===== src/integer_square_root_macros.svh =====
// Assertion macros for the integer square root block.
// Used by the controller; expects clk_i and rst_ni in scope.
`ifndef INTEGER_SQUARE_ROOT_MACROS_SVH
`define INTEGER_SQUARE_ROOT_MACROS_SVH

// Checked only outside reset.
`define ISR_ASSERT(lbl, prop, msg) \
  lbl: assert property (@(posedge clk_i) disable iff (!rst_ni) (prop)) else $error(msg);

// Checked on every edge, including during reset.
`define ISR_ASSERT_ALWAYS(lbl, prop, msg) \
  lbl: assert property (@(posedge clk_i) (prop)) else $error(msg);

`endif


===== src/isr_pkg.sv =====
// Shared types and constants for the integer square root block.
// No dependencies.
`timescale 1ns / 1ps

package isr_pkg;

  localparam int unsigned RAD_W = 64;
  localparam int unsigned ROOT_W = RAD_W / 2;
  localparam int unsigned REM_W = ROOT_W + 1;
  localparam int unsigned CNT_W = $clog2(ROOT_W);

  typedef enum logic {
    ST_IDLE,
    ST_RUN
  } isr_state_e;

  typedef struct packed {
    logic load;
    logic step;
    logic out_load;
  } isr_cmd_t;

endpackage


===== src/integer_square_root.sv =====
// Integer square root: top level joining controller and datapath.
// Depends on isr_pkg, isr_ctrl and isr_datapath.
//
// Input channel: radicand_i (signed 64 bits) with in_valid_i / in_stall_o.
// Output channel: root_o (unsigned 32 bits) with out_valid_o / out_stall_i.
// A beat moves at a rising edge where valid is high and stall is low.
// Each radicand gives exactly one root, floor(sqrt(radicand)); zero and
// negative radicands give 0.
// A new radicand is taken only as the previous one finishes, set by the
// single shared add/compare stage that resolves one root bit per cycle,
// except while the last step waits for the output register to free.
// The finished root sits in an output register, so the next radicand is
// taken in the cycle the previous one finishes, even if the root waits.
// If the receiver stalls and a second root completes, the datapath holds on
// its last step and in_stall_o stays high until the output register frees.
// Reset (rst_ni low, asynchronous) empties the output and returns to idle.
`timescale 1ns / 1ps

module integer_square_root
  import isr_pkg::*;
(
  input  logic              clk_i,
  input  logic              rst_ni,
  input  logic              in_valid_i,
  output logic              in_stall_o,
  input  logic [RAD_W-1:0]  radicand_i,
  output logic              out_valid_o,
  input  logic              out_stall_i,
  output logic [ROOT_W-1:0] root_o
);

  isr_cmd_t cmd;

  isr_ctrl u_ctrl (
    .clk_i       (clk_i),
    .rst_ni      (rst_ni),
    .in_valid_i  (in_valid_i),
    .in_stall_o  (in_stall_o),
    .out_valid_o (out_valid_o),
    .out_stall_i (out_stall_i),
    .cmd_o       (cmd)
  );

  isr_datapath u_datapath (
    .clk_i      (clk_i),
    .cmd_i      (cmd),
    .radicand_i (radicand_i),
    .root_o     (root_o)
  );

endmodule


===== src/isr_datapath.sv =====
// Datapath: restoring digit-by-digit square root, one root bit per step,
// plus the output result register. Depends on isr_pkg.
`timescale 1ns / 1ps

module isr_datapath
  import isr_pkg::*;
(
  input  logic              clk_i,
  input  isr_cmd_t          cmd_i,
  input  logic [RAD_W-1:0]  radicand_i,
  output logic [ROOT_W-1:0] root_o
);

  logic [RAD_W-1:0]  rad_q, rad_d;
  logic [REM_W-1:0]  rem_q, rem_d;
  logic [ROOT_W-1:0] root_q, root_d, out_root_q;

  logic [REM_W+1:0]  rem_sh;
  logic [ROOT_W-1:0] root_sh;
  logic [REM_W+1:0]  trial;
  logic [REM_W+1:0]  diff;
  logic              take;

  always_comb begin
    rem_sh  = {rem_q, rad_q[RAD_W-1 -: 2]};
    root_sh = {root_q[ROOT_W-2:0], 1'b0};
    trial   = {2'b00, root_sh, 1'b1};
    diff    = rem_sh - trial;
    take    = (rem_sh >= trial);
    root_d  = {root_sh[ROOT_W-1:1], take};
    rem_d   = take ? diff[REM_W-1:0] : rem_sh[REM_W-1:0];
    rad_d   = {rad_q[RAD_W-3:0], 2'b00};
  end

  always_ff @(posedge clk_i) begin
    if (cmd_i.out_load) begin
      out_root_q <= root_d;
    end
    if (cmd_i.load) begin
      // non-positive radicands run as zero
      rad_q  <= radicand_i[RAD_W-1] ? '0 : radicand_i;
      rem_q  <= '0;
      root_q <= '0;
    end else if (cmd_i.step) begin
      rad_q  <= rad_d;
      rem_q  <= rem_d;
      root_q <= root_d;
    end
  end

  assign root_o = out_root_q;

endmodule


===== src/isr_ctrl.sv =====
// Controller: sequences the 32 root steps and owns both handshakes.
// Depends on isr_pkg and integer_square_root_macros.svh.
`timescale 1ns / 1ps
`include "integer_square_root_macros.svh"

module isr_ctrl
  import isr_pkg::*;
(
  input  logic     clk_i,
  input  logic     rst_ni,
  input  logic     in_valid_i,
  output logic     in_stall_o,
  output logic     out_valid_o,
  input  logic     out_stall_i,
  output isr_cmd_t cmd_o
);

  isr_state_e       state_q, state_d;
  logic [CNT_W-1:0] cnt_q, cnt_d;
  logic             out_valid_q, out_valid_d;
  logic             last, out_free, fin, accept;

  always_ff @(posedge clk_i or negedge rst_ni) begin
    if (!rst_ni) begin
      state_q     <= ST_IDLE;
      cnt_q       <= '0;
      out_valid_q <= 1'b0;
    end else begin
      state_q     <= state_d;
      cnt_q       <= cnt_d;
      out_valid_q <= out_valid_d;
    end
  end

  always_comb begin
    last       = (state_q == ST_RUN) && (cnt_q == '0);
    out_free   = !out_valid_q || !out_stall_i;
    fin        = last && out_free;
    in_stall_o = !((state_q == ST_IDLE) || fin);
    accept     = in_valid_i && !in_stall_o;

    cmd_o.load     = accept;
    cmd_o.step     = (state_q == ST_RUN) && (!last || out_free);
    cmd_o.out_load = fin;

    state_d = state_q;
    cnt_d   = cnt_q;
    case (state_q)
      ST_IDLE: begin
        if (accept) begin
          state_d = ST_RUN;
        end
      end
      ST_RUN: begin
        if (fin) begin
          state_d = accept ? ST_RUN : ST_IDLE;
        end
      end
      default: state_d = ST_IDLE;
    endcase

    if (accept) begin
      cnt_d = CNT_W'(ROOT_W - 1);
    end else if (cmd_o.step) begin
      cnt_d = cnt_q - 1'b1;
    end

    if (fin) begin
      out_valid_d = 1'b1;
    end else if (!out_stall_i) begin
      out_valid_d = 1'b0;
    end else begin
      out_valid_d = out_valid_q;
    end
  end

  assign out_valid_o = out_valid_q;

  `ISR_ASSERT(a_accept_starts_run, accept |=> (state_q == ST_RUN) && (cnt_q == CNT_W'(ROOT_W - 1)), "accepted beat did not start a full run")
  `ISR_ASSERT(a_no_overwrite, cmd_o.out_load |-> (!out_valid_q || !out_stall_i), "waiting result overwritten")
  `ISR_ASSERT(a_result_shown, cmd_o.out_load |=> out_valid_q, "finished result not presented")
  `ISR_ASSERT_ALWAYS(a_idle_no_step, (state_q == ST_IDLE) |-> !cmd_o.step && !cmd_o.out_load, "step issued while idle")

endmodule


===== config.mk =====
export PLATFORM = sky130hd
export DESIGN_NAME = integer_square_root
export DESIGN_NICKNAME = d
export VERILOG_FILES = /design/src/isr_pkg.sv /design/src/integer_square_root.sv /design/src/isr_datapath.sv /design/src/isr_ctrl.sv
export VERILOG_INCLUDE_DIRS = /design/src /design/src/src
export SDC_FILE = /design/constraint.sdc
export NUM_CORES = 1
export LEC_CHECK = 0
export BUFFER_PORTS_ARGS = -buffer_cell sky130_fd_sc_hd__buf_2
export CAP_MARGIN = 20
export CORE_MARGIN = 4
export CORE_UTILIZATION = 55
export DETAILED_ROUTE_END_ITERATION = 7
export PLACE_DENSITY_LB_ADDON = 0.1
export SETUP_SLACK_MARGIN = 0.4
export SKIP_LAST_GASP = 1
export SLEW_MARGIN = 15
export SYNTH_ARGS = -nofsm -noshare
export SYNTH_HDL_FRONTEND = slang
export SYNTH_SLANG_ARGS = --single-unit

===== constraint.sdc =====
create_clock -name clk_i -period 8.25 [get_ports clk_i]
set_clock_uncertainty 0.05 [all_clocks]
set_input_delay 1.65 -clock clk_i [delete_from_list [all_inputs] [get_ports clk_i]]
set_output_delay 1.65 -clock clk_i [all_outputs]
set_load 0.1 [all_outputs]

==> reports/metrics.json, run 1 <==
{
  "timing": {
    "finalHoldViolations": 0,
    "unrepaired_setup_endpoints_after_global_routing": "false",
    "finalSetupViolations": 0,
    "max_slew_violations": 0,
    "timing.max_slew.rel_slack": 0.2959,
    "finalSetupTns_ps": 0,
    "max_clock_freq_ghz": 0.2328,
    "post-route-min-period_ps": 4295,
    "post-route-period-util": 0.5206,
    "timing.hold.ws_ps": 424.6,
    "worst_slew_pin_slew_ps": 1056
  },
  "global_route": {
    "grt_antenna_before_repair": 0,
    "globalRouteMet3Util": 0.05023,
    "grt_pass1_vias": 6647,
    "first_pass_grt_wire_length_um": 31060,
    "largest_net_degree_at_the_start_of_global_routing": 101,
    "gr-usage-met1": 0.2706,
    "busiest_layer": "met2",
    "globalRouteOverflowTotal": 0,
    "grt.met2_usage": 0.3462,
    "groute.usage.overall": 0.2106
  },
  "floorplanning": {
    "floorplan.die.width_um": 133.6,
    "floorplan.rows": 45,
    "starting_utilization_of_the_core_area": 0.5663,
    "die_height_um": 133.6,
    "die-area_mm2": 0.01784,
    "boundaryPins": 102,
    "core_area_mm2": 0.01531
  },
  "drt": {
    "drt_iter0_drc": 433,
    "wirelength_um": 18270,
    "detailedRoute.firstPassIterationCount": 5,
    "drc": 0,
    "routed_wire_length_per_instance_um": 14.59,
    "ant_nets": 0,
    "vias_after_detailed_routing": 6932,
    "route.detailed.vias_per_inst": 5.537
  },
  "synth": {
    "post_synth.cell_area_avg_um2": 9.052,
    "synth_area_leaders": "sky130_fd_sc_hd__edfxtp_1, sky130_fd_sc_hd__dfxtp_1, sky130_fd_sc_hd__nand2_1",
    "ys_seq_area_frac": 0.5004,
    "post_synth_fa_ha_maj_area_fraction": 0.04905,
    "synth.mux.area_fraction": 0.003463,
    "synthArstFlopShare": 0.04192,
    "yosys.cell_count.top_type": "sky130_fd_sc_hd__nand2_1",
    "synthXorXnorAreaFrac": 0.02929,
    "synth_simple_gate_area_frac": 0.2228,
    "synth-edff-count": 96,
    "yosys_warnings": 0,
    "mappedNetlistNets": 1060,
    "ys_top_cells_by_count": "sky130_fd_sc_hd__nand2_1, sky130_fd_sc_hd__edfxtp_1, sky130_fd_sc_hd__a21oi_1, sky130_fd_sc_hd__dfxtp_1, sky130_fd_sc_hd__nand3b_1",
    "postSynth.topFlopCell": "sky130_fd_sc_hd__edfxtp_1",
    "yosys_register_bits": 167,
    "synth-compound-area-share": 0.1459,
    "yosysTopAreaCellShare": 0.3324,
    "synth_top_family_by_area": "simple AND/OR/NAND/NOR gates",
    "synth_largest_area_cell": "sky130_fd_sc_hd__edfxtp_1",
    "synthesis.area_mm2": 0.008672,
    "synth.lib_cells_used.distinct": 63,
    "netlist_instances": 958
  },
  "run_status": {
    "run_status": "completed"
  },
  "hold_path": {
    "min_path_type": "reg -> reg",
    "timing.hold.worst.start": "u_datapath.root_q[6]$_SDFFE_PP0P_"
  },
  "power": {
    "total_leakage_power_nw": 4.434,
    "power.combinational.fraction": 0.505,
    "power.switching_w": 0.001974,
    "clock_power_share": 0.176,
    "pwr_density_cell_mw_per_mm2": 478.1,
    "sw_frac_of_total": 0.4177,
    "ir_worst_vdd_mv": 0.1996,
    "power.share.sequential": 0.319,
    "cellInternalPower_w": 0.002752
  },
  "worst_setup_path": {
    "critical_path_peak_fanout": 4,
    "arrival_ps": 2600,
    "r2r-start": "u_datapath.root_q[25]$_SDFFE_PP0P_",
    "reg2reg_slack_ps": 5030,
    "crit_end": "in_stall_o",
    "worstSetupPathType": "in -> out",
    "type_of_origin_of_the_critical_path": "input pin",
    "critical_path.startpoint": "out_stall_i",
    "timing.reg2reg.worst_path_depth": 12,
    "r2r_end": "u_datapath.rem_q[29]$_SDFFE_PP0P_",
    "worst-endpoint-required_ps": 6550,
    "crit_path_end_kind": "output port"
  },
  "clocking": {
    "hold_buffers": 0,
    "cts_num_sinks": 167,
    "cts_tree": "built",
    "post_cts_resized": 0,
    "worstSkewPairLatency_ps": 430,
    "clock_transition_at_the_registers_of_the_reported_paths_ps": 70,
    "cts.path.max_buffers": 2,
    "cts_setup_buffers": 0,
    "total_clock_buffers_created_by_cts": 17,
    "cts_htree_levels": 4,
    "cell_at_the_root_of_the_clock_tree": "sky130_fd_sc_hd__clkbuf_16"
  },
  "place": {
    "io_port_bufs": 101,
    "post-dp-hpwl_um": 11750,
    "globalplace.congestion": 0.8822
  },
  "cells_and_area": {
    "antenna_cells_inserted": 0,
    "area_delta_synth_final_pct": 14.00,
    "layout.nets": 1130,
    "ratio_of_cells_with_drive_above_1_in_the_final_layout": 0.1489
  },
  "run": {
    "maxCapViolCount": 0
  }
}
## metrics by stage
stage	area [um2]	total power, W	utilization	setup WS (ps)	std cells
2_1_floorplan	8672	0.003419	-	3530	958
3_3_place_gp	9274	0.003852	0.6056	3972	1220
3_5_place_dp	9274	0.003901	0.6056	3960	1220
4_1_cts	9886	0.004746	0.6455	3950	1252
5_1_grt	9886	0.005134	0.6455	3897	1252
6_report	9886	0.004726	0.6455	3955	1252
## kinds of logic (layout without fill, tap and decap cells)
| family | Yosys count | count (layout) |
|---|---|---|
| AOI/OAI and AO/OA | 211 | 211 |
| xor gates and xnor gates | 29 | 29 |
| adders and majority gates | 34 | 34 |
| buffers and inverters | 105 | 188 |
| DFF | 167 | 167 |
| muxes | 3 | 3 |
| and+or+nand+nor | 409 | 409 |
## worst max-delay path, cell delays in order
cell	delay [ps]
sky130_fd_sc_hd__buf_2	70
sky130_fd_sc_hd__nand2_1	120
sky130_fd_sc_hd__nand2b_1	140
sky130_fd_sc_hd__nand2_1	120
sky130_fd_sc_hd__inv_1	70
sky130_fd_sc_hd__buf_2	410
## how the worst min path moves through the flow
stage	endpoint	slack, ps	depth (start not counted)
after floorplan	u_datapath.root_o[31]$_DFFE_PP_	380	0
after CTS	u_datapath.root_o[7]$_DFFE_PP_	430	0
after detailed placement	u_datapath.root_o[7]$_DFFE_PP_	420	0
final	u_datapath.root_o[7]$_DFFE_PP_	420	0
after global routing	u_datapath.rem_q[0]$_SDFFE_PP0P_	450	2
after global placement	u_datapath.rem_q[0]$_SDFFE_PP0P_	410	2
## layer usage
| layer | vias up | wire (um) | share of wire |
|---|---|---|---|
| li1 | 3490 | - | - |
| met1 | 3230 | 8334 | 0.46 |
| met2 | 174 | 8643 | 0.47 |
| met3 | 38 | 871 | 0.048 |
| met4 | 0 | 417 | 0.023 |
| met5 | - | 0 | 0 |
## sequential cells by signal (all words and copies together) (netlist names)
signal              flops
u_datapath.root_q      31
u_ctrl.state_q          1
u_datapath.rem_q       33
u_ctrl.out_valid_o      1
u_datapath.root_o      32
u_ctrl.cnt_q            5
u_datapath.rad_q       64
## power by group through the flow
stage / sequential, W / combinational, W / clock (W)
floorplan: 0.00158 / 0.00184 / 0
global placement: 0.00151 / 0.00234 / 0
detailed placement: 0.00152 / 0.00238 / 0
CTS: 0.00151 / 0.00239 / 0.000846
global route: 0.00154 / 0.00271 / 0.000883
finish: 0.00151 / 0.00239 / 0.000830
## area by class of cell
cell class                      count  area, um2
Fill cell                        1362       5429
Timing Repair Buffer              108      558.0
Inverter                           48      180.2
Clock buffer                       17      425.4
Tap cell                          211      264.0
Clock inverter                     15      186.4
Sequential cell                   167       4339
Multi-Input combinational cell    686       3933
## placed cells by master (no fill, tap or decap), drive strengths merged, types with 3 or more instances in the layout
cell    netlist  routed
inv          48      55
clkbuf       43      17
nor2         21      21
a31oi        21      21
o22ai         3       3
a21o         11      11
clkinv        0       4
o21ai        55      55
bufinv        0       3
mux2i         3       3
nand4         4       4
dfxtp        64      64
or3           4       4
nand3        19      19
dfrtp         7       7
o21a          4       4
a211oi        5       5
ha           34      34
buf          14     108
nor4          3       3
edfxtp       96      96
xor2          8       8
nand2       260     260
a21oi        80      80
and3          6       6
o211ai        9       9
nand3b       61      61
nor3         10      10
and2          4       4
xnor2        21      21
o21bai        4       4
nand2b        6       6
(Power assumes the default switching activity.)
==> run 2, diff against run 1 <==
ABC_AREA = 1   (was unset)
clock period = 4.5 ns   (was 8.25 ns; I/O delays follow)
==> run 2 against run 1 <==
Routed wire length is 15% higher. Via count is 11% higher. Register-to-register slack worse by 3800 ps. Setup slack worse by 2700 ps. Combinational power is 120% higher. Global-route usage is 1.3 points higher. Total power is 100% higher. Clock power is 84% higher. Critical path type is now reg -> reg. Critical endpoint is now u_datapath.rem_q[30]$_SDFFE_PP0P_. Largest cell class unchanged. Highest routed layer unchanged.
==> reports/metrics.json, run 2 <==
{
  "run_status": {
    "run_status": "completed"
  },
  "worst_setup_path": {
    "critical_path_peak_fanout": 53,
    "worstSetupPathType": "reg -> reg",
    "r2r_end": "u_datapath.rem_q[30]$_SDFFE_PP0P_",
    "timing.reg2reg.worst_path_depth": 16,
    "crit_path_end_kind": "flip-flop",
    "r2r-start": "u_ctrl.cnt_q[0]$_DFFE_PN0P_",
    "reg2reg_slack_ps": 1260,
    "arrival_ps": 3570,
    "type_of_origin_of_the_critical_path": "flip-flop",
    "worst-endpoint-required_ps": 4830
  },
  "clocking": {
    "hold_buffers": 0,
    "post_cts_resized": 0,
    "worstSkewPairLatency_ps": 440,
    "cts_htree_levels": 4,
    "cts_num_sinks": 167,
    "cts.path.max_buffers": 2,
    "clock_transition_at_the_registers_of_the_reported_paths_ps": 80,
    "cts_setup_buffers": 0,
    "cell_at_the_root_of_the_clock_tree": "sky130_fd_sc_hd__clkbuf_16",
    "total_clock_buffers_created_by_cts": 17,
    "cts_tree": "built"
  },
  "drt": {
    "detailedRoute.firstPassIterationCount": 5,
    "ant_nets": 0,
    "route.detailed.vias_per_inst": 4.979,
    "drt_iter0_drc": 468,
    "routed_wire_length_per_instance_um": 13.52,
    "vias_after_detailed_routing": 7712,
    "wirelength_um": 20940,
    "drc": 0
  },
  "cells_and_area": {
    "finalNonFillerCells": 1549,
    "antenna_cells_inserted": 0,
    "ratio_of_cells_with_drive_above_1_in_the_final_layout": 0.1580,
    "max_flop_register": "u_datapath.rad_q",
    "finalInstanceArea_mm2": 0.01067,
    "most-common-layout-cells": "sky130_fd_sc_hd__nand2_1, sky130_fd_sc_hd__inv_1, sky130_fd_sc_hd__buf_2, sky130_fd_sc_hd__edfxtp_1, sky130_fd_sc_hd__nand3_1",
    "layout.nets": 1418,
    "largest_register_ffs": 64,
    "area_delta_synth_final_pct": 13.67,
    "final_common_cell": "sky130_fd_sc_hd__nand2_1"
  },
  "global_route": {
    "grt_pass1_vias": 7619,
    "first_pass_grt_wire_length_um": 35520,
    "largest_net_degree_at_the_start_of_global_routing": 64,
    "grt.met2_usage": 0.3869,
    "busiest_layer": "met2",
    "globalRouteMet3Util": 0.04931,
    "globalRouteOverflowTotal": 0,
    "grt_antenna_before_repair": 0,
    "gr-usage-met1": 0.2781,
    "groute.usage.overall": 0.2233
  },
  "place": {
    "io_port_bufs": 101,
    "detailed_place.area_mm2": 0.01002,
    "placed_cells": 1516,
    "globalplace.congestion": 0.9063,
    "post-dp-hpwl_um": 14990
  },
  "synth": {
    "synth_largest_area_cell": "sky130_fd_sc_hd__edfxtp_1",
    "synth-edff-count": 96,
    "synthXorXnorAreaFrac": 0.01307,
    "synthArstFlopShare": 0.04192,
    "yosys.cell_count.top_type": "sky130_fd_sc_hd__nand2_1",
    "yosysTopAreaCellShare": 0.3072,
    "post_synth.cell_area_avg_um2": 7.673,
    "synth.mux.area_fraction": 0,
    "synthesis.area_mm2": 0.009384,
    "ys_top_cells_by_count": "sky130_fd_sc_hd__nand2_1, sky130_fd_sc_hd__inv_1, sky130_fd_sc_hd__edfxtp_1, sky130_fd_sc_hd__nand3_1, sky130_fd_sc_hd__dfxtp_1",
    "mappedNetlistNets": 1325,
    "synth-compound-area-share": 0.1013,
    "ys_seq_area_frac": 0.4624,
    "post_synth_fa_ha_maj_area_fraction": 0.04533,
    "netlist_instances": 1223,
    "synth_top_family_by_area": "simple AND/OR/NAND/NOR gates",
    "synth_simple_gate_area_frac": 0.2611,
    "yosys_warnings": 0,
    "synth.lib_cells_used.distinct": 34,
    "postSynth.topFlopCell": "sky130_fd_sc_hd__edfxtp_1",
    "yosys_register_bits": 167,
    "synth_area_leaders": "sky130_fd_sc_hd__edfxtp_1, sky130_fd_sc_hd__nand2_1, sky130_fd_sc_hd__dfxtp_1"
  },
  "floorplanning": {
    "boundaryPins": 102,
    "die_height_um": 138.6,
    "core_area_mm2": 0.01664,
    "floorplan.rows": 47,
    "die-area_mm2": 0.01922,
    "floorplan.die.width_um": 138.6,
    "starting_utilization_of_the_core_area": 0.5639
  },
  "power": {
    "finalPower_w": 0.009587,
    "total_leakage_power_nw": 5.642,
    "ir_worst_vdd_mv": 0.4310,
    "pwr_density_cell_mw_per_mm2": 898.8
  },
  "timing": {
    "unrepaired_setup_endpoints_after_global_routing": "false",
    "max_clock_freq_ghz": 0.3084,
    "post-route-period-util": 0.7205,
    "worst_slew_pin_slew_ps": 1037,
    "finalHoldViolations": 0,
    "post-route-min-period_ps": 3242,
    "finalSetupViolations": 0,
    "finalSetupTns_ps": 0,
    "max_slew_violations": 0,
    "timing.max_slew.rel_slack": 0.3085
  },
  "run": {
    "maxCapViolCount": 0
  },
  "hold_path": {
    "min_path_type": "in -> async"
  }
}
## run 2: changes by cell type after synthesis, moves of 21 or more
cell	delta
sky130_fd_sc_hd__a21oi_1	-56
sky130_fd_sc_hd__inv_1	+181
sky130_fd_sc_hd__o21ai_2	+57
sky130_fd_sc_hd__clkbuf_1	-32
sky130_fd_sc_hd__nand3b_1	-54
sky130_fd_sc_hd__nand2_1	+188
sky130_fd_sc_hd__o21ai_0	-35
sky130_fd_sc_hd__nand3_1	+51
sky130_fd_sc_hd__a31oi_1	-21
sky130_fd_sc_hd__o22ai_1	+28
sky130_fd_sc_hd__nor2_1	+37
## run 2: how the worst max path moves through the flow
stage / startpoint / end / slack, ps / depth (start not counted)
2_1_floorplan: out_stall_i / u_datapath.rad_q[0]$_SDFFCE_PP0P_ / 720 / 11
3_3_place_gp: out_stall_i / u_datapath.rem_q[27]$_SDFFE_PP0P_ / 1050 / 14
3_5_place_dp: out_stall_i / u_datapath.rem_q[30]$_SDFFE_PP0P_ / 980 / 14
4_1_cts: u_ctrl.cnt_q[0]$_DFFE_PN0P_ / u_datapath.rem_q[30]$_SDFFE_PP0P_ / 1240 / 16
5_1_grt: u_ctrl.cnt_q[1]$_DFFE_PN0P_ / u_datapath.rem_q[28]$_SDFFE_PP0P_ / 900 / 16
6_report: u_ctrl.cnt_q[0]$_DFFE_PN0P_ / u_datapath.rem_q[30]$_SDFFE_PP0P_ / 1260 / 16
## run 2: final cells by class
type,count,area (um2)
Fill cell,1527,5976
Sequential cell,167,4339
Multi-Input combinational cell,788,3964
Inverter,233,874.6
Timing Repair Buffer,109,585.6
Clock buffer,17,425.4
Tap cell,220,275.3
Clock inverter,15,202.7
## run 2: metrics by stage
step	hold WS [ps]	util	setup WS, ps
5_1_grt	225.0	0.6409	904.8
3_3_place_gp	361.4	0.6023	1045
6_report	237.6	0.6409	1258
3_5_place_dp	364.6	0.6023	978.7
2_1_floorplan	358.2	-	717.5
4_1_cts	228.9	0.6400	1237
## run 2: critical path, cell delays in order (launching register included)
cell and delay, ps:
sky130_fd_sc_hd__dfrtp_1 360, sky130_fd_sc_hd__inv_1 60, sky130_fd_sc_hd__ha_1 210, sky130_fd_sc_hd__nand2_1 80, sky130_fd_sc_hd__nor3_2 50, sky130_fd_sc_hd__nand2_1 120
sky130_fd_sc_hd__nor2_4 40, sky130_fd_sc_hd__inv_2 50, sky130_fd_sc_hd__nand2_1 70, sky130_fd_sc_hd__inv_2 90, sky130_fd_sc_hd__nor2_4 50, sky130_fd_sc_hd__inv_2 180
sky130_fd_sc_hd__buf_4 490, sky130_fd_sc_hd__nand2_4 460, sky130_fd_sc_hd__inv_2 600, sky130_fd_sc_hd__nand2_1 120, sky130_fd_sc_hd__nand2_1 90
## run 2: layer usage
metal	wire length, um	vias to the layer above	share of wire
met5	0	-	0
met4	474	0	0.023
met3	927	31	0.044
met2	10110	147	0.48
met1	9420	3510	0.45
li1	-	4024	-
## run 2: report_power, final
part / switching, W / total (W) / leakage, nW / internal (W)
logic: 0.00355 / 0.00536 / 3.69 / 0.00180
registers: 0.000285 / 0.00270 / 1.64 / 0.00241
clock network: 0.000682 / 0.00153 / 0.303 / 0.000851
## run 2: cell families (layout without fill, tap and decap cells)
| family | Yosys count | count (layout) |
|---|---|---|
| compound gates | 134 | 134 |
| xor+xnor | 14 | 14 |
| fa+ha+maj | 34 | 34 |
| buf+inv | 268 | 374 |
| flops | 167 | 167 |
| simple gates | 606 | 606 |
==> run 3, diff against run 2 <==
CORE_UTILIZATION = 54   (was 55)
clock period = 2.7 ns   (was 4.5 ns; I/O delays follow)
==> run 3 against run 2 <==
First-iteration DRC count is 55% higher. Global-route usage is 0.95 points higher. Routed wire length is 19% higher. Sequential cell count stayed put. Via count is 8.3% higher. Final area is 12% higher. Sequential power is 72% higher. Combinational power is 110% higher. Sequential share of layout area is 4.2 points lower. Core utilization is 6.7 points higher. Clock-buffer cell count is 4 higher.
==> reports/metrics.json, run 3 (synthesized netlist as in run 2, its figures left out) <==
{
  "run_status": {
    "run_status": "completed"
  },
  "timing": {
    "unrepaired_setup_endpoints_after_global_routing": "true",
    "finalSetupViolations": 0,
    "finalHoldViolations": 0,
    "max_slew_violations": 0,
    "timing.hold.ws_ps": 306.6,
    "post-route-period-util": 0.9097,
    "worst_slew_pin_slew_ps": 509.1,
    "timing.final.ws_setup_ps": 243.8,
    "max_clock_freq_ghz": 0.4071,
    "finalSetupTns_ps": 0,
    "post-route-min-period_ps": 2456,
    "timing.max_slew.rel_slack": 0.6629
  },
  "drt": {
    "route.detailed.vias_per_inst": 5.200,
    "routed_wire_length_per_instance_um": 15.53,
    "detailedRoute.firstPassIterationCount": 5,
    "drt_iter0_drc": 725,
    "wirelength_um": 24940,
    "drc": 0,
    "ant_nets": 0,
    "vias_after_detailed_routing": 8352
  },
  "clocking": {
    "cts_num_sinks": 167,
    "clock_transition_at_the_registers_of_the_reported_paths_ps": 70,
    "worstSkewPairLatency_ps": 430,
    "cts_tree": "built",
    "cts.path.max_buffers": 2,
    "total_clock_buffers_created_by_cts": 17,
    "cell_at_the_root_of_the_clock_tree": "sky130_fd_sc_hd__clkbuf_16",
    "cts_htree_levels": 4
  },
  "power": {
    "ir_worst_vdd_mv": 0.7705,
    "total_leakage_power_nw": 6.017,
    "pwr_density_cell_mw_per_mm2": 1518
  },
  "cells_and_area": {
    "antenna_cells_inserted": 0,
    "final_common_cell": "sky130_fd_sc_hd__nand2_1",
    "fin_util": 0.7075,
    "layout.nets": 1475,
    "most-common-layout-cells": "sky130_fd_sc_hd__nand2_1, sky130_fd_sc_hd__inv_1, sky130_fd_sc_hd__buf_2, sky130_fd_sc_hd__edfxtp_1, sky130_fd_sc_hd__nand3_1",
    "area_delta_synth_final_pct": 26.80,
    "max_flop_register": "u_datapath.rad_q",
    "largest_register_ffs": 64,
    "ratio_of_cells_with_drive_above_1_in_the_final_layout": 0.2547,
    "n_fill_cell": 1343,
    "finalNonFillerCells": 1606
  },
  "worst_setup_path": {
    "worst-endpoint-required_ps": 2110,
    "arrival_ps": 1870,
    "crit_path_end_kind": "output port",
    "critical_path_peak_fanout": 2,
    "worstSetupPathType": "reg -> out",
    "type_of_origin_of_the_critical_path": "flip-flop"
  },
  "floorplanning": {
    "die-area_mm2": 0.01955,
    "core_area_mm2": 0.01682,
    "floorplan.die.width_um": 139.8,
    "die_height_um": 139.8,
    "starting_utilization_of_the_core_area": 0.5580,
    "boundaryPins": 102,
    "floorplan.rows": 47
  },
  "hold_path": {
    "min_path_type": "in -> reg"
  },
  "global_route": {
    "groute.usage.overall": 0.2328,
    "first_pass_grt_wire_length_um": 37410,
    "largest_net_degree_at_the_start_of_global_routing": 64,
    "grt_pass1_vias": 7654,
    "globalRouteOverflowTotal": 0,
    "grt_antenna_before_repair": 0
  },
  "place": {
    "post-dp-hpwl_um": 15520,
    "io_port_bufs": 101,
    "post-place-ws_ps": 123.9,
    "globalplace.congestion": 0.9198,
    "placed_cells": 1528
  },
  "run": {
    "maxCapViolCount": 0
  }
}
run 3: cell count changes in the layout (fill, tap and decap cells not counted), sizes merged:
| cell | before | now |
|---|---|---|
| clkbuf | 17 | 26 |
| inv | 240 | 238 |
| or2 | 1 | 8 |
| clkinvlp | 1 | 2 |
| dlygate4sd3 | 0 | 1 |
| nand2 | 448 | 451 |
| clkinv | 5 | 2 |
| buf | 109 | 150 |
run 3: path summary, 6_finish.rpt:
check	start	end	slack, ps	cells after the start
max	u_ctrl.cnt_q[0]$_DFFE_PN0P_	in_stall_o	240	10
min	out_stall_i	u_ctrl.out_valid_o$_DFFE_PN0P_	310	3
max reg2reg	u_ctrl.cnt_q[0]$_DFFE_PN0P_	u_datapath.rad_q[62]$_DFFE_PP_	340	14
min reg2reg	u_datapath.root_q[14]$_SDFFE_PP0P_	u_datapath.root_o[15]$_DFFE_PP_	380	0
max in group asynchronous	rst_ni	u_ctrl.out_valid_o$_DFFE_PN0P_	2010	2
min in group asynchronous	rst_ni	u_ctrl.cnt_q[4]$_DFFE_PN0P_	420	2
run 3: worst max-delay path, cell delays in order (launching register included):
cell and delay [ps]:
sky130_fd_sc_hd__dfrtp_1 400, sky130_fd_sc_hd__inv_2 90, sky130_fd_sc_hd__ha_4 150, sky130_fd_sc_hd__nand2_2 70
sky130_fd_sc_hd__nor3_4 160, sky130_fd_sc_hd__nand2_2 110, sky130_fd_sc_hd__nor2_4 100, sky130_fd_sc_hd__inv_2 60
sky130_fd_sc_hd__nand2_4 100, sky130_fd_sc_hd__inv_12 40, sky130_fd_sc_hd__buf_16 160
run 3: metal layers:
| metal | part of all wire | track usage | vias up |
|---|---|---|---|
| li1 | - | - | 4172 |
| met1 | 0.46 | 0.3369 | 3861 |
| met2 | 0.46 | 0.3677 | 277 |
| met3 | 0.058 | 0.03190 | 42 |
| met4 | 0.020 | 0.06629 | 0 |
| met5 | 0 | 0 | - |
run 3: what timing repair did:
item	CTS	global route
cloned	5	10
pin swaps	8	26
hold buffers	1	0
endpoints found under the hold margin	7	0
resized for setup	45	99
setup endpoints to repair	161	227
setup buffers	11	19
run 3: power breakdown:
group	internal, W	leakage, nW	switching, W
clock	0.00143	0.287	0.00103
combinational	0.00425	4.09	0.00671
sequential	0.00403	1.64	0.000606
run 3: layout make-up:
cell class	instances	area, um2	area share
multi-input combinational	798	4641	0.3900
sequential	167	4345	0.3652
timing repair buffer	156	1141	0.09590
inverter	233	897.1	0.07539
clock buffer	21	460.4	0.03870
tap	220	275.3	0.02313
clock inverter	11	138.9	0.01167
run 3: stage by stage:
step / power, W / instance area (um2)
floorplan: 0.01152 / 9502
global placement: 0.01335 / 10170
detailed placement: 0.01349 / 10170
CTS: 0.01655 / 11140
global route: 0.01964 / 11900
finish: 0.01806 / 11900
